### src/sv/mltpf_pkg.sv
// Shared types, codes and constants for the memory-LCD test pattern framer.
// No dependencies; used by every module of the block.
package mltpf_pkg;

	localparam int DWELL_WIDTH_DEF = 16;
	localparam int TICKS_W         = 16;
	localparam int CFG_INDEX_W     = 2;
	localparam int CFG_DATA_W      = 16;

	localparam logic [7:0] MODE_BYTE  = 8'h01;
	localparam logic [7:0] ZERO_BYTE  = 8'h00;
	localparam logic [7:0] BLACK_BYTE = 8'hff;
	localparam logic [7:0] AA_BYTE    = 8'haa;
	localparam logic [7:0] BYTE_55    = 8'h55;
	localparam logic [7:0] LAST_LINE  = 8'hff;

	localparam logic [7:0] FRAME_LINES_RST = 8'd240;
	localparam logic [5:0] LINE_BYTES_RST  = 6'd50;
	localparam logic [15:0] DWELL_TICKS_RST = 16'd120;

	typedef enum logic [CFG_INDEX_W-1:0] {
		REG_FRAME_LINES = 2'd0,
		REG_LINE_BYTES  = 2'd1,
		REG_DWELL_TICKS = 2'd2,
		REG_UNUSED      = 2'd3
	} reg_index_t;

	typedef enum logic [2:0] {
		CMD_TICK     = 3'd0,
		CMD_SELECT   = 3'd1,
		CMD_CYCLE    = 3'd2,
		CMD_HOLD     = 3'd3,
		CMD_SHUTDOWN = 3'd4,
		CMD_START    = 3'd5,
		CMD_NEXT     = 3'd6,
		CMD_NONE     = 3'd7
	} cmd_t;

	typedef enum logic [1:0] {
		PAT_WHITE   = 2'd0,
		PAT_BLACK   = 2'd1,
		PAT_STRIPES = 2'd2,
		PAT_CHECKER = 2'd3
	} pattern_t;

	typedef enum logic [5:0] {
		PH_IDLE  = 6'b000001,
		PH_MODE  = 6'b000010,
		PH_ADDR  = 6'b000100,
		PH_DATA  = 6'b001000,
		PH_DUMMY = 6'b010000,
		PH_TRAIL = 6'b100000
	} phase_t;

	typedef struct packed {
		logic [7:0]         frame_lines;
		logic [5:0]         line_bytes;
		logic [TICKS_W-1:0] dwell_ticks;
	} cfg_t;

	typedef struct packed {
		logic [7:0] wire_byte;
		logic       byte_valid;
		logic       frame_last;
		logic       frame_busy;
		logic [1:0] shown_pattern;
		logic       refresh_on;
		logic       cycling_on;
		logic       display_enable;
		logic       tick_overrun;
	} result_t;

	// pattern byte for a given line; checkerboard alternates per line
	function automatic logic [7:0] fill_byte(input pattern_t pat, input logic [7:0] line);
		logic [7:0] b;
		case (pat)
			PAT_BLACK:   b = BLACK_BYTE;
			PAT_STRIPES: b = AA_BYTE;
			PAT_CHECKER: b = line[0] ? BYTE_55 : AA_BYTE;
			default:     b = ZERO_BYTE;
		endcase
		return b;
	endfunction

endpackage

### src/sv/memory_lcd_test_pattern_framer.sv
// Top level of the memory-LCD test pattern framer: input register, control core,
// result register and configuration port. Depends on mltpf_pkg, mltpf_cfg, mltpf_core.

// Commands enter on s_axis and each one returns exactly one result on m_axis, in
// order. The block sustains one command per clock while m_axis_tready is high: a
// command is registered on acceptance, processed by the control core once the
// result register is empty or being drained, and lands in the result register.
// The single input register and single result register are the only
// buffering; with the result register full and m_axis_tready low, one more
// request is taken into the input register and then s_axis_tready drops. A next
// byte request returns the next frame byte (mode byte, per line address, pattern
// bytes and dummy byte, then the trailing byte flagged by tlast); tuser high
// marks the byte as meaningful. Configuration writes are always accepted and
// should be made only while no request is in flight. Write index 3 is ignored.
module memory_lcd_test_pattern_framer #(
	parameter int DWELL_WIDTH = mltpf_pkg::DWELL_WIDTH_DEF
) (
	input  logic        clk,
	input  logic        arst_n,

	input  logic        s_axis_tvalid,
	output logic        s_axis_tready,
	// [2:0] command, [4:3] pattern_choice, [7:5] zero
	input  logic [7:0]  s_axis_tdata,

	output logic        m_axis_tvalid,
	input  logic        m_axis_tready,
	// [7:0] wire_byte, [8] frame_busy, [10:9] shown_pattern, [11] refresh_on,
	// [12] cycling_on, [13] display_enable, [14] tick_overrun, [15] zero
	output logic [15:0] m_axis_tdata,
	// [0] byte_valid
	output logic        m_axis_tuser,
	output logic        m_axis_tlast,

	input  logic                                cfg_valid,
	output logic                                cfg_ready,
	input  logic [mltpf_pkg::CFG_INDEX_W-1:0]   cfg_index,
	input  logic [mltpf_pkg::CFG_DATA_W-1:0]    cfg_data
);

	mltpf_pkg::cfg_t    cfg;
	mltpf_pkg::result_t res, res_s2;

	logic       valid_s1;
	logic [2:0] cmd_s1;
	logic [1:0] choice_s1;
	logic       valid_s2;
	logic       advance;

	// stage 1 moves on whenever the result register is empty or being drained
	assign advance       = valid_s1 && (!valid_s2 || m_axis_tready);
	assign s_axis_tready = !valid_s1 || advance;
	assign cfg_ready     = 1'b1;

	mltpf_cfg u_cfg (
		.clk      (clk),
		.arst_n   (arst_n),
		.wr_en    (cfg_valid && cfg_ready),
		.wr_index (cfg_index),
		.wr_data  (cfg_data),
		.cfg      (cfg)
	);

	// input register
	always_ff @(posedge clk or negedge arst_n) begin
		if (!arst_n) begin
			valid_s1 <= 1'b0;
		end else if (s_axis_tready) begin
			valid_s1 <= s_axis_tvalid;
		end
	end

	always_ff @(posedge clk) begin
		if (s_axis_tvalid && s_axis_tready) begin
			cmd_s1    <= s_axis_tdata[2:0];
			choice_s1 <= s_axis_tdata[4:3];
		end
	end

	mltpf_core #(
		.DWELL_WIDTH (DWELL_WIDTH)
	) u_core (
		.clk    (clk),
		.arst_n (arst_n),
		.en     (advance),
		.cmd    (cmd_s1),
		.choice (choice_s1),
		.cfg    (cfg),
		.res    (res)
	);

	// result register
	always_ff @(posedge clk or negedge arst_n) begin
		if (!arst_n) begin
			valid_s2 <= 1'b0;
		end else if (advance) begin
			valid_s2 <= 1'b1;
		end else if (m_axis_tready) begin
			valid_s2 <= 1'b0;
		end
	end

	always_ff @(posedge clk) begin
		if (advance) begin
			res_s2 <= res;
		end
	end

	assign m_axis_tvalid = valid_s2;
	assign m_axis_tuser  = res_s2.byte_valid;
	assign m_axis_tlast  = res_s2.frame_last;
	assign m_axis_tdata  = {1'b0, res_s2.tick_overrun, res_s2.display_enable,
	                        res_s2.cycling_on, res_s2.refresh_on, res_s2.shown_pattern,
	                        res_s2.frame_busy, res_s2.wire_byte};

endmodule

### src/sv/mltpf_cfg.sv
// Configuration register file: frame geometry and dwell length.
// Depends on mltpf_pkg.
module mltpf_cfg (
	input  logic                                   clk,
	input  logic                                   arst_n,
	input  logic                                   wr_en,
	input  logic [mltpf_pkg::CFG_INDEX_W-1:0]      wr_index,
	input  logic [mltpf_pkg::CFG_DATA_W-1:0]       wr_data,
	output mltpf_pkg::cfg_t                        cfg
);

	mltpf_pkg::cfg_t cfg_q;

	always_ff @(posedge clk or negedge arst_n) begin
		if (!arst_n) begin
			cfg_q.frame_lines <= mltpf_pkg::FRAME_LINES_RST;
			cfg_q.line_bytes  <= mltpf_pkg::LINE_BYTES_RST;
			cfg_q.dwell_ticks <= mltpf_pkg::DWELL_TICKS_RST;
		end else if (wr_en) begin
			case (mltpf_pkg::reg_index_t'(wr_index))
				mltpf_pkg::REG_FRAME_LINES: cfg_q.frame_lines <= wr_data[7:0];
				mltpf_pkg::REG_LINE_BYTES:  cfg_q.line_bytes  <= wr_data[5:0];
				mltpf_pkg::REG_DWELL_TICKS: cfg_q.dwell_ticks <= wr_data[mltpf_pkg::TICKS_W-1:0];
				default: ;
			endcase
		end
	end

	assign cfg = cfg_q;

endmodule

### src/sv/mltpf_core.sv
// Control state and frame byte sequencer; one command processed per enable.
// Depends on mltpf_pkg.
module mltpf_core #(
	parameter int DWELL_WIDTH = mltpf_pkg::DWELL_WIDTH_DEF
) (
	input  logic                  clk,
	input  logic                  arst_n,
	input  logic                  en,
	input  logic [2:0]            cmd,
	input  logic [1:0]            choice,
	input  mltpf_pkg::cfg_t       cfg,
	output mltpf_pkg::result_t    res
);

	localparam int CMP_W = (DWELL_WIDTH > mltpf_pkg::TICKS_W) ? DWELL_WIDTH : mltpf_pkg::TICKS_W;

	mltpf_pkg::pattern_t   pat_q, pat_d, fpat_q, fpat_d;
	mltpf_pkg::phase_t     phase_q, phase_d;
	logic                  refresh_q, refresh_d, cycle_q, cycle_d;
	logic                  started_q, started_d, enable_q, enable_d;
	logic                  pending_q, pending_d;
	logic [DWELL_WIDTH-1:0] dwell_q, dwell_d, dwell_inc;
	logic [7:0]            line_q, line_d;
	logic [5:0]            byte_q, byte_d, byte_inc;
	logic                  busy;
	logic                  dwell_done;

	assign busy      = (phase_q != mltpf_pkg::PH_IDLE);
	assign dwell_inc = (dwell_q != {DWELL_WIDTH{1'b1}}) ? dwell_q + 1'b1 : dwell_q;
	assign dwell_done = CMP_W'(dwell_inc) >= CMP_W'(cfg.dwell_ticks);
	assign byte_inc  = byte_q + 6'd1;

	always_comb begin
		pat_d     = pat_q;
		fpat_d    = fpat_q;
		phase_d   = phase_q;
		refresh_d = refresh_q;
		cycle_d   = cycle_q;
		started_d = started_q;
		enable_d  = enable_q;
		pending_d = pending_q;
		dwell_d   = dwell_q;
		line_d    = line_q;
		byte_d    = byte_q;
		res       = '0;

		case (mltpf_pkg::cmd_t'(cmd))
			mltpf_pkg::CMD_TICK: begin
				dwell_d = dwell_inc;
				if (started_q && cycle_q && dwell_done) begin
					if (pat_q != mltpf_pkg::PAT_CHECKER) begin
						pat_d     = mltpf_pkg::pattern_t'(pat_q + 2'd1);
						refresh_d = 1'b1;
						cycle_d   = 1'b1;
						dwell_d   = '0;
					end else begin
						refresh_d = 1'b0;
						cycle_d   = 1'b0;
					end
				end else if (started_q && refresh_q) begin
					if (busy) begin
						res.tick_overrun = 1'b1;
					end else begin
						fpat_d  = pat_q;
						phase_d = mltpf_pkg::PH_MODE;
						line_d  = '0;
						byte_d  = '0;
					end
				end
			end
			mltpf_pkg::CMD_SELECT: begin
				pat_d     = mltpf_pkg::pattern_t'(choice);
				refresh_d = 1'b1;
				cycle_d   = 1'b0;
				dwell_d   = '0;
			end
			mltpf_pkg::CMD_CYCLE: begin
				pat_d     = mltpf_pkg::PAT_WHITE;
				refresh_d = 1'b1;
				cycle_d   = 1'b1;
				dwell_d   = '0;
			end
			mltpf_pkg::CMD_HOLD: begin
				refresh_d = 1'b0;
				cycle_d   = 1'b0;
			end
			mltpf_pkg::CMD_SHUTDOWN: begin
				refresh_d = 1'b0;
				cycle_d   = 1'b0;
				if (started_q) begin
					started_d = 1'b0;
					if (busy) begin
						pending_d = 1'b1;
					end else begin
						fpat_d  = mltpf_pkg::PAT_WHITE;
						phase_d = mltpf_pkg::PH_MODE;
						line_d  = '0;
						byte_d  = '0;
					end
				end
			end
			mltpf_pkg::CMD_START: begin
				if (!started_q) begin
					started_d = 1'b1;
					pat_d     = mltpf_pkg::PAT_WHITE;
					refresh_d = 1'b1;
					cycle_d   = 1'b1;
					dwell_d   = '0;
					if (!busy) begin
						fpat_d  = mltpf_pkg::PAT_WHITE;
						phase_d = mltpf_pkg::PH_MODE;
						line_d  = '0;
						byte_d  = '0;
					end
				end
			end
			mltpf_pkg::CMD_NEXT: begin
				if (busy) begin
					res.byte_valid = 1'b1;
					case (phase_q)
						mltpf_pkg::PH_MODE: begin
							res.wire_byte = mltpf_pkg::MODE_BYTE;
							line_d  = 8'd1;
							phase_d = (cfg.frame_lines == '0) ? mltpf_pkg::PH_TRAIL
							                                  : mltpf_pkg::PH_ADDR;
						end
						mltpf_pkg::PH_ADDR: begin
							res.wire_byte = line_q;
							byte_d  = '0;
							phase_d = (cfg.line_bytes == '0) ? mltpf_pkg::PH_DUMMY
							                                 : mltpf_pkg::PH_DATA;
						end
						mltpf_pkg::PH_DATA: begin
							res.wire_byte = mltpf_pkg::fill_byte(fpat_q, line_q);
							byte_d = byte_inc;
							if (byte_inc == '0 || byte_inc >= cfg.line_bytes)
								phase_d = mltpf_pkg::PH_DUMMY;
						end
						mltpf_pkg::PH_DUMMY: begin
							res.wire_byte = mltpf_pkg::ZERO_BYTE;
							if (line_q >= cfg.frame_lines || line_q == mltpf_pkg::LAST_LINE) begin
								phase_d = mltpf_pkg::PH_TRAIL;
							end else begin
								line_d  = line_q + 8'd1;
								phase_d = mltpf_pkg::PH_ADDR;
							end
						end
						default: begin
							// trailing byte closes the frame
							res.wire_byte  = mltpf_pkg::ZERO_BYTE;
							res.frame_last = 1'b1;
							phase_d        = mltpf_pkg::PH_IDLE;
							if (pending_q) begin
								pending_d = 1'b0;
								fpat_d    = mltpf_pkg::PAT_WHITE;
								phase_d   = mltpf_pkg::PH_MODE;
								line_d    = '0;
								byte_d    = '0;
							end else begin
								enable_d = started_q;
							end
						end
					endcase
				end
			end
			default: ;
		endcase

		res.frame_busy     = (phase_d != mltpf_pkg::PH_IDLE);
		res.shown_pattern  = pat_d;
		res.refresh_on     = refresh_d;
		res.cycling_on     = cycle_d;
		res.display_enable = enable_d;
	end

	always_ff @(posedge clk or negedge arst_n) begin
		if (!arst_n) begin
			pat_q     <= mltpf_pkg::PAT_WHITE;
			fpat_q    <= mltpf_pkg::PAT_WHITE;
			phase_q   <= mltpf_pkg::PH_IDLE;
			refresh_q <= 1'b0;
			cycle_q   <= 1'b0;
			started_q <= 1'b0;
			enable_q  <= 1'b0;
			pending_q <= 1'b0;
			dwell_q   <= '0;
			line_q    <= '0;
			byte_q    <= '0;
		end else if (en) begin
			pat_q     <= pat_d;
			fpat_q    <= fpat_d;
			phase_q   <= phase_d;
			refresh_q <= refresh_d;
			cycle_q   <= cycle_d;
			started_q <= started_d;
			enable_q  <= enable_d;
			pending_q <= pending_d;
			dwell_q   <= dwell_d;
			line_q    <= line_d;
			byte_q    <= byte_d;
		end
	end

`ifndef SYNTH
	// a queued shutdown frame only exists behind a frame in flight
	a_pending_busy: assert property (@(posedge clk) disable iff (!arst_n)
		pending_q |-> (phase_q != mltpf_pkg::PH_IDLE))
		else $error("shutdown pending while framer idle");

	// display enable changes only as a frame's trailing byte goes out
	a_enable_at_end: assert property (@(posedge clk) disable iff (!arst_n)
		(enable_q != $past(enable_q)) |->
		$past(en && cmd == mltpf_pkg::CMD_NEXT && phase_q == mltpf_pkg::PH_TRAIL))
		else $error("display enable changed outside frame end");

	// a byte is produced only from a busy framer, and last only with a byte
	a_byte_from_busy: assert property (@(posedge clk) disable iff (!arst_n)
		(en && res.byte_valid) |-> (busy && (cmd == mltpf_pkg::CMD_NEXT)))
		else $error("byte produced while idle");

	a_last_has_byte: assert property (@(posedge clk) disable iff (!arst_n)
		(en && res.frame_last) |-> (res.byte_valid && !res.frame_busy || pending_q))
		else $error("frame end without byte");
`endif

endmodule
### config.mk
export PLATFORM = sky130hd
export DESIGN_NAME = memory_lcd_test_pattern_framer
export DESIGN_NICKNAME = d
export VERILOG_FILES = /design/src/sv/mltpf_pkg.sv /design/src/sv/memory_lcd_test_pattern_framer.sv /design/src/sv/mltpf_cfg.sv /design/src/sv/mltpf_core.sv
export SDC_FILE = /design/constraint.sdc
export NUM_CORES = 1
export LEC_CHECK = 0
export ABC_AREA = 0
export ABC_CLOCK_PERIOD_IN_PS = 4600
export BUFFER_PORTS_ARGS = -buffer_cell sky130_fd_sc_hd__buf_2
export CAP_MARGIN = 20
export CORE_MARGIN = 3
export CORE_UTILIZATION = 40
export CTS_BUF_LIST = sky130_fd_sc_hd__clkbuf_8
export DETAILED_ROUTE_END_ITERATION = 10
export GPL_ROUTABILITY_DRIVEN = 0
export HOLD_SLACK_MARGIN = 0.12
export PLACE_DENSITY = 0.6
export SLEW_MARGIN = 20
export SYNTH_ARGS = -nofsm -noshare
export SYNTH_HDL_FRONTEND = slang
export SYNTH_HIERARCHICAL = 1
export SYNTH_SLANG_ARGS = --single-unit
### constraint.sdc
create_clock -name clk -period 4.6 [get_ports clk]
set_input_delay 1.15 -clock clk [delete_from_list [all_inputs] [get_ports clk]]
set_output_delay 1.15 -clock clk [all_outputs]
set_load 0.02 [all_outputs]
==> flow_summary.rst, run 1 <==
.. list-table::
   :header-rows: 1

   * - Metric
     - Value
   * - Result of the run
     - complete, no violations
   * - Power density cells
     - 330.0 mW/mm2
   * - Number of enable flip-flop cells after synthesis
     - 22
   * - Top cells by area, synth
     - sky130_fd_sc_hd__dfrtp_1, sky130_fd_sc_hd__edfxtp_1, sky130_fd_sc_hd__mux2_2
   * - Final total negative setup slack
     - 0 ns
   * - CTS Sinks
     - between 90 and 100
   * - Initial antenna violation count
     - 0
   * - Initial Util
     - 41.34%
   * - Hold buffers post-CTS
     - 0
   * - Final number of max-transition violations
     - 0
   * - Capturing element type of the critical path
     - flop
   * - Number of vias per cell
     - roughly 5.7
   * - Post-CTS Resized
     - 0
   * - Number of buffer cells added on primary ports
     - 46
   * - Clock Skew
     - 0.01503 ns
   * - CTS Buf Count
     - 9
   * - Post-synthesis register bit count
     - 99
   * - Largest net degree at the start of global routing
     - 78
   * - Critical path arrival
     - 4.51 ns
   * - Cell types with the highest counts after synthesis
     - sky130_fd_sc_hd__dfrtp_1, sky130_fd_sc_hd__nand2_1, sky130_fd_sc_hd__inv_1, sky130_fd_sc_hd__mux2_2, sky130_fd_sc_hd__a21oi_1
   * - Number of endpoints with negative hold slack in the final report
     - 0
   * - Chip width
     - 129.0 um
   * - Combinational share of power
     - between 20% and 30%
   * - Max transition margin
     - roughly 46%
   * - First-pass iteration count of the detailed router
     - 5
   * - Leakage power total
     - 2.947 nW
   * - Max capacitance violation total
     - 0
   * - Placed wire-length estimate
     - just over 10000 um
   * - Root buffer selected by CTS
     - sky130_fd_sc_hd__clkbuf_8
   * - Part of the total power dissipated in sequential elements
     - between 50% and 60%
   * - # nets final
     - 716
   * - Count of antenna-violating nets left after detailed routing
     - 0
   * - CTS tree
     - built
   * - GR Util All Layers
     - 17.32%
   * - Remaining design rule violation count
     - 0
   * - Register area share after synthesis
     - a little over two fifths
   * - Post-synth top area share
     - 26.87%
   * - I/O pins
     - between 50 and 60
   * - Clock latency of the later-clocked register in the worst-skew pair
     - about 0.38 ns
   * - Library cells used by synthesis
     - 63
   * - Internal power contribution
     - 1.470 mW
   * - Largest buffer count on any clock path
     - 2
   * - Ys flop type
     - sky130_fd_sc_hd__dfrtp_1
   * - Routed via count
     - 4796
   * - Min-delay worst type
     - reg -> reg
   * - Clock network power share
     - between 20% and 30%
   * - Number of standard cells in the final layout excluding fillers
     - 841
   * - First-pass GRT wire length
     - roughly 23000 um
   * - Rows
     - 44
   * - Worst reg2reg endpoint
     - u_core/byte_q[0]$_DFFE_PN0P_
   * - Detailed router's first-iteration violation count
     - 377
   * - Count of mapped cells out of synthesis
     - 615
   * - WL per Instance
     - 16.47 um
   * - Post-layout min period
     - 4.249 ns
   * - Mean Syn Cell Area
     - 9.843 um2
   * - Vias in the first global route
     - 4657
   * - Routed wire length
     - 13850 um
   * - Maximum VDD drop
     - 121.6 uV
   * - Crit Reg-Reg Startpoint
     - u_core/dwell_q[6]$_DFFE_PN0P_
   * - Post-CTS Setup Bufs
     - 0
   * - Area Growth Syn to Fin
     - 9.281%
   * - Critical Path Start Type
     - flop
   * - Clock-pin transition on the worst setup and hold timing paths
     - 0.10 ns
   * - Count of endpoints failing setup in the final report
     - 0
   * - H-tree depth
     - 3
   * - Placed instance count
     - between 800 and 900
   * - Worst-Margin Slew
     - 0.8097 ns
   * - RSZ-0062 raised after global routing
     - false
   * - Setup crit end
     - u_core/byte_q[0]$_DFFE_PN0P_
   * - Number of cells on the worst hold path
     - 1
   * - Core outline area
     - 0.01464 mm2
   * - Final Cycle Share
     - just over 90%
   * - Antenna diode count
     - 0
   * - Switching power of the nets
     - 712.4 uW
   * - Required @ worst endpoint
     - 4.86 ns
   * - First element of the critical path
     - u_core/dwell_q[6]$_DFFE_PN0P_
   * - Area taken by multi-input logic gates
     - 0.003153 mm2
   * - Die H
     - around 130 um
   * - Setup slack of the worst register-to-register path
     - 0.35 ns
   * - Storage element area
     - between 0.002 and 0.003 mm2
   * - Critical path class
     - reg -> reg
   * - Warnings, synthesis
     - 6
   * - Peak clock frequency supported by timing
     - 235.3 MHz
   * - Switching Share
     - 32.64%
   * - Fraction of registers with async set or reset after synthesis
     - 77.78%
   * - Largest fanout on the critical path
     - 7
   * - Share of post-route cells with drive strength above 1
     - 19.94%
   * - Worst reg-to-reg path cell count
     - 10
   * - Area of the mapped netlist
     - 0.006053 mm2
   * - Die area
     - 0.01664 mm2
   * - Filler Cells Inserted
     - roughly 1400
   * - Post-Syn Nets
     - about 680
   * - GRT overflow
     - 0
   * - Most frequent cell after synthesis
     - sky130_fd_sc_hd__dfrtp_1
   * - Cell type with the largest total area after synthesis
     - sky130_fd_sc_hd__dfrtp_1
-- how the worst min path moves through the flow --
stage                                      startpoint                           to
after detailed placement     u_cfg/cfg[1]$_DFFE_PN0P_     u_cfg/cfg[1]$_DFFE_PN0P_
after global routing         u_cfg/cfg[1]$_DFFE_PN0P_     u_cfg/cfg[1]$_DFFE_PN0P_
after floorplan           u_core/enable_q$_DFFE_PN0P_  u_core/enable_q$_DFFE_PN0P_
after global placement    u_core/enable_q$_DFFE_PN0P_  u_core/enable_q$_DFFE_PN0P_
after CTS                 u_core/enable_q$_DFFE_PN0P_  u_core/enable_q$_DFFE_PN0P_
final                       u_cfg/cfg[10]$_DFFE_PN0P_    u_cfg/cfg[10]$_DFFE_PN0P_
-- registers in the layout (all words and copies together) (netlist names), 2 cells and up --
name,flops
u_core/pat_q,2
u_core/phase_q,6
u_core/fpat_q,2
u_core/byte_q,6
m_axis_tdata,15
u_core/line_q,8
u_cfg/cfg,30
cmd_s1,3
choice_s1,2
u_core/dwell_q,16
-- through the flow --
stage | instance area, um2 | util [%] | power (mW) | worst slack, ns | hold slack (ns)
2_1_floorplan | 6053 | - | 1.530 | 0.4661 | 0.4753
3_3_place_gp | 6436 | 43.95 | 1.653 | 0.5027 | 0.4829
3_5_place_dp | 6436 | 43.95 | 1.679 | 0.4250 | 0.4952
4_1_cts | 6611 | 45.15 | 2.207 | 0.3875 | 0.5172
5_1_grt | 6615 | 45.17 | 2.332 | 0.04900 | 0.5246
6_report | 6615 | 45.17 | 2.183 | 0.3507 | 0.5154
-- layout by cell type (no fill, tap or decap), types with 6 or more instances in the layout --
master,n
sky130_fd_sc_hd__dfrtp_1,65
sky130_fd_sc_hd__nand2_1,59
sky130_fd_sc_hd__inv_1,49
sky130_fd_sc_hd__buf_2,45
sky130_fd_sc_hd__mux2_2,42
sky130_fd_sc_hd__a21oi_1,34
sky130_fd_sc_hd__ha_1,33
sky130_fd_sc_hd__nor2_1,30
sky130_fd_sc_hd__o21ai_0,23
sky130_fd_sc_hd__a31oi_1,23
sky130_fd_sc_hd__edfxtp_1,22
sky130_fd_sc_hd__nand3_1,22
sky130_fd_sc_hd__nand2b_1,13
sky130_fd_sc_hd__dfstp_2,12
sky130_fd_sc_hd__clkbuf_8,11
sky130_fd_sc_hd__o211ai_1,11
sky130_fd_sc_hd__nand4_1,10
sky130_fd_sc_hd__and3_1,10
sky130_fd_sc_hd__xor2_1,10
sky130_fd_sc_hd__and2_1,9
sky130_fd_sc_hd__nand3b_1,7
sky130_fd_sc_hd__nor3_1,7
sky130_fd_sc_hd__a21o_1,7
sky130_fd_sc_hd__buf_4,6
sky130_fd_sc_hd__nor4_1,6
sky130_fd_sc_hd__o22ai_1,6
-- per-layer routing --
| layer | vias to the layer above | part of all wire [%] | GRT usage (%) |
|---|---|---|---|
| li1 | 2323 | - | - |
| met1 | 2333 | 47 | 23.40 |
| met2 | 124 | 47 | 28.02 |
| met3 | 16 | 4.0 | 2.762 |
| met4 | 0 | 1.8 | 6.794 |
| met5 | - | 0 | 0 |
-- worst max-delay path: stages (launching register included) --
cell and delay (ns):
sky130_fd_sc_hd__dfrtp_1 0.46, sky130_fd_sc_hd__and4_1 0.34, sky130_fd_sc_hd__and4_1 0.32, sky130_fd_sc_hd__nand4_1 0.13, sky130_fd_sc_hd__mux2_2 0.31, sky130_fd_sc_hd__ha_1 0.33
sky130_fd_sc_hd__a41oi_1 0.40, sky130_fd_sc_hd__nand4_2 0.18, sky130_fd_sc_hd__or4_1 0.71, sky130_fd_sc_hd__a21oi_1 0.54, sky130_fd_sc_hd__mux2_2 0.40
-- power groups by stage --
| stage | sequential, mW | combinational (mW) | clock [mW] |
|---|---|---|---|
| final | 1.15 | 0.515 | 0.522 |
| after global routing | 1.17 | 0.587 | 0.578 |
| after CTS | 1.15 | 0.518 | 0.544 |
| after detailed placement | 1.16 | 0.516 | 0 |
| after global placement | 1.16 | 0.496 | 0 |
| after floorplan | 1.13 | 0.401 | 0 |
-- logic make-up after synthesis --
logic type / after synthesis / share of synthesized area, %
simple gates: 200 / 17.94
compound gates: 147 / 16.29
flops: 99 / 42.99
buf+inv: 72 / 4.919
mux: 48 / 8.888
fa+ha+maj: 33 / 6.821
xor+xnor: 14 / 2.026
other cells: 2 / 0.1241
-- final cells by class --
cell class | count | area share, %
Timing Repair Buffer | 52 | 4.256
Inverter | 46 | 2.610
Tap cell | 184 | 3.480
Sequential cell | 99 | 39.34
Clock inverter | 5 | 0.3594
Multi-Input combinational cell | 444 | 47.66
Clock buffer | 11 | 2.289
Power figures use the tool's default switching activity.
==> run 2: changes to the inputs <==
--- a/config.mk
+++ b/config.mk
@@ -5,7 +5,7 @@
 export SDC_FILE = /design/constraint.sdc
 export NUM_CORES = 1
 export LEC_CHECK = 0
-export ABC_AREA = 0
+export ABC_AREA = 1
 export ABC_CLOCK_PERIOD_IN_PS = 4600
 export BUFFER_PORTS_ARGS = -buffer_cell sky130_fd_sc_hd__buf_2
 export CAP_MARGIN = 20
==> flow_summary.rst, run 2 <==
.. list-table::
   :header-rows: 1

   * - Metric
     - Value
   * - Top delay family on crit path
     - simple AND/OR/NAND/NOR gates
   * - Max transition margin
     - 51.42%
   * - GRT overflow
     - 0
   * - Most used cell, CP
     - sky130_fd_sc_hd__nand2_1
   * - Post-CTS Setup Bufs
     - 0
   * - Min-delay worst type
     - reg -> reg
   * - Ys flop type
     - sky130_fd_sc_hd__dfrtp_1
   * - Top library cells by usage in the layout, fill and taps aside
     - sky130_fd_sc_hd__nand2_1, sky130_fd_sc_hd__inv_1, sky130_fd_sc_hd__dfrtp_1, sky130_fd_sc_hd__nor2_1, sky130_fd_sc_hd__nand3_1
   * - Final Cycle Share
     - between 80% and 90%
   * - CTS Sinks
     - 99
   * - Clock Skew
     - between 0.015 and 0.02 ns
   * - Internal power contribution
     - around 1.4 mW
   * - I/O pins
     - 52
   * - First-pass iteration count of the detailed router
     - 5
   * - RSZ-0062 raised after global routing
     - false
   * - Worst reg-to-reg path cell count
     - 25
   * - Switching power of the nets
     - 828.4 uW
   * - Final total negative setup slack
     - 0 ns
   * - Critical path class
     - reg -> reg
   * - Clock-pin transition on the worst setup and hold timing paths
     - 0.11 ns
   * - Share of post-route cells with drive strength above 1
     - 14.32%
   * - Slowest cell on the critical path
     - sky130_fd_sc_hd__dfrtp_1
   * - Minimum setup slack after placement
     - 0.8661 ns
   * - Post-layout min period
     - between 3 and 4 ns
   * - Top cells by area, synth
     - sky130_fd_sc_hd__dfrtp_1, sky130_fd_sc_hd__nand2_1, sky130_fd_sc_hd__edfxtp_1
   * - Number of buffer cells added on primary ports
     - between 40 and 50
   * - Largest fanout on the critical path
     - 7
   * - Peak clock frequency supported by timing
     - 268.6 MHz
   * - Slowest cell delay on critical path
     - 0.42 ns
   * - Critical path buffer and inverter count
     - 2
   * - Warnings, synthesis
     - 6
   * - Most frequent cell after synthesis
     - sky130_fd_sc_hd__nand2_1
   * - Number of flip-flops under the largest register name
     - 30
   * - Final number of max-transition violations
     - 0
   * - Maximum VDD drop
     - 178.7 uV
   * - Worst-Margin Slew
     - 0.7287 ns
   * - Routed wire length
     - 14180 um
   * - CTS tree
     - built
   * - Largest net degree at the start of global routing
     - 78
   * - Mean Syn Cell Area
     - 7.699 um2
   * - Count of endpoints failing setup in the final report
     - 0
   * - Detailed router's first-iteration violation count
     - 507
   * - Placed wire-length estimate
     - 10360 um
   * - Remaining design rule violation count
     - 0
   * - Largest buffer count on any clock path
     - 2
   * - Part of the total power dissipated in sequential elements
     - 50.0%
   * - Setup WS post-layout
     - 0.8767 ns
   * - Vias in the first global route
     - 5127
   * - Clock network power share
     - 23.8%
   * - Chip width
     - 131.9 um
   * - Result of the run
     - complete, no violations
   * - Root buffer selected by CTS
     - sky130_fd_sc_hd__clkbuf_8
   * - Post-synthesis register bit count
     - 99
   * - Switching Share
     - 36.45%
   * - Leakage power total
     - 3.460 nW
   * - Power density cells
     - ~330 mW/mm2
   * - Capturing element type of the critical path
     - flop
   * - Post-Syn Nets
     - ~890
   * - Area of the mapped netlist
     - 0.006344 mm2
   * - Library cells used by synthesis
     - 50
   * - Count of antenna-violating nets left after detailed routing
     - 0
   * - Fraction of registers with async set or reset after synthesis
     - 77.78%
   * - Critical path arrival
     - 4.05 ns
   * - Critical Path Start Type
     - flop
   * - WL per Instance
     - 13.17 um
   * - Sum of routed wire segments on met1
     - 7042 um
   * - Number of vias per cell
     - 4.930
   * - Post-CTS Resized
     - 0
   * - Number of cells on the worst hold path
     - 2
   * - Cell type with the largest total area after synthesis
     - sky130_fd_sc_hd__dfrtp_1
   * - Core outline area
     - approximately 0.015 mm2
   * - Post-synth top area share
     - 25.64%
   * - Count of mapped cells out of synthesis
     - 824
   * - H-tree depth
     - 3
   * - Cell types with the highest counts after synthesis
     - sky130_fd_sc_hd__nand2_1, sky130_fd_sc_hd__inv_1, sky130_fd_sc_hd__dfrtp_1, sky130_fd_sc_hd__nor2_1, sky130_fd_sc_hd__nand3_1
   * - Max capacitance violation total
     - 0
   * - Number of enable flip-flop cells after synthesis
     - 22
   * - Leading cell type in the layout, fill and taps excluded
     - sky130_fd_sc_hd__nand2_1
   * - Rows
     - 45
   * - Area Growth Syn to Fin
     - 8.402%
   * - GR Util All Layers
     - 17.11%
   * - Routed met2 length
     - 6405 um
   * - Die area
     - 0.01741 mm2
   * - Sum of met3 wire segment lengths after detailed routing
     - between 500 and 600 um
   * - Initial Util
     - 41.27%
   * - Initial antenna violation count
     - 0
   * - Die H
     - 131.9 um
   * - CTS Buf Count
     - 9
   * - Antenna diode count
     - 0
   * - Clock latency of the later-clocked register in the worst-skew pair
     - 0.40 ns
   * - # nets final
     - 925
   * - Combinational share of power
     - 26.2%
   * - Register area share after synthesis
     - 41.03%
   * - Number of endpoints with negative hold slack in the final report
     - 0
   * - Count of cell instances traversed by the critical path
     - 25
   * - First-pass GRT wire length
     - 24740 um
   * - Routed via count
     - approximately 5300
   * - Required @ worst endpoint
     - 4.93 ns
   * - Hold buffers post-CTS
     - 0
   * - Top metal layer carrying routed signals
     - met4
==> run 2: changes by cell type after synthesis, moves of 22 or more <==
| cell | before | now |
|---|---|---|
| sky130_fd_sc_hd__inv_1 | 46 | 114 |
| sky130_fd_sc_hd__nand3_1 | 22 | 51 |
| sky130_fd_sc_hd__nand4_1 | 10 | 32 |
| sky130_fd_sc_hd__mux2_2 | 42 | 0 |
| sky130_fd_sc_hd__nand2_1 | 59 | 231 |
| sky130_fd_sc_hd__nor2_1 | 30 | 56 |
==> run 2: metal layers <==
| metal | track usage, % | vias up |
|---|---|---|
| met5 | 0 | - |
| met4 | 3.792 | 0 |
| met3 | 3.740 | 13 |
| met2 | 27.00 | 99 |
| met1 | 24.22 | 2439 |
| li1 | - | 2759 |
==> run 2: final cells by class <==
cell class,count,area [um2]
clock buffer,9,123.9
clock inverter,7,60.06
fill,1590,8494
inverter,123,469.2
multi-input combinational,579,3098
sequential,99,2603
tap,211,264.0
timing repair buffer,49,259.0
==> run 2: through the flow <==
stage	util (%)	hold WS [ns]	instances	power, mW	instance area [um2]
after floorplan	-	0.4419	824	1.600	6344
after global placement	43.52	0.4534	1061	1.746	6689
after detailed placement	43.52	0.4546	1061	1.753	6689
after CTS	44.71	0.4732	1077	2.306	6873
after global routing	44.74	0.4848	1077	2.461	6877
final	44.74	0.4674	1077	2.273	6877
==> run 2: worst reg2reg max path: cells and delay by family, from the launching register on <==
kind	cells	cell delay, ns
buffers and inverters	2	0.17
XOR/XNOR	1	0.15
flip-flops	1	0.42
AO/OA/AOI/OAI	1	0.15
adder cells (fa/ha/maj)	2	0.55
AND/OR/NAND/NOR	19	2.23
==> run 2: worst paths after layout <==
| check | startpoint | to | slack (ns) |
|---|---|---|---|
| max | u_core/dwell_q[0]$_DFFE_PN0P_ | u_core/byte_q[3]$_DFFE_PN0P_ | 0.88 |
| min | u_cfg/cfg[5]$_DFFE_PN1P_ | u_cfg/cfg[5]$_DFFE_PN1P_ | 0.47 |
| max reg2reg | u_core/dwell_q[0]$_DFFE_PN0P_ | u_core/byte_q[3]$_DFFE_PN0P_ | 0.88 |
| min reg2reg | u_cfg/cfg[5]$_DFFE_PN1P_ | u_cfg/cfg[5]$_DFFE_PN1P_ | 0.47 |
| max in group asynchronous | arst_n | u_core/dwell_q[3]$_DFFE_PN0P_ | 3.31 |
| min in group asynchronous | arst_n | u_cfg/cfg[15]$_DFFE_PN0P_ | 0.79 |
==> run 2: power groups by stage <==
stage	sequential (mW)	clock (mW)	combinational [mW]
floorplan	1.14	0	0.456
global placement	1.15	0	0.592
detailed placement	1.16	0	0.597
CTS	1.14	0.567	0.601
global route	1.16	0.606	0.697
finish	1.14	0.541	0.595
==> run 2: cell families after synthesis <==
logic type,share of synthesized area [%]
compound gates,9.625
xor+xnor,1.381
fa+ha+maj,6.509
buf+inv,10.20
flops,41.03
other cells,0.1184
simple gates,31.14
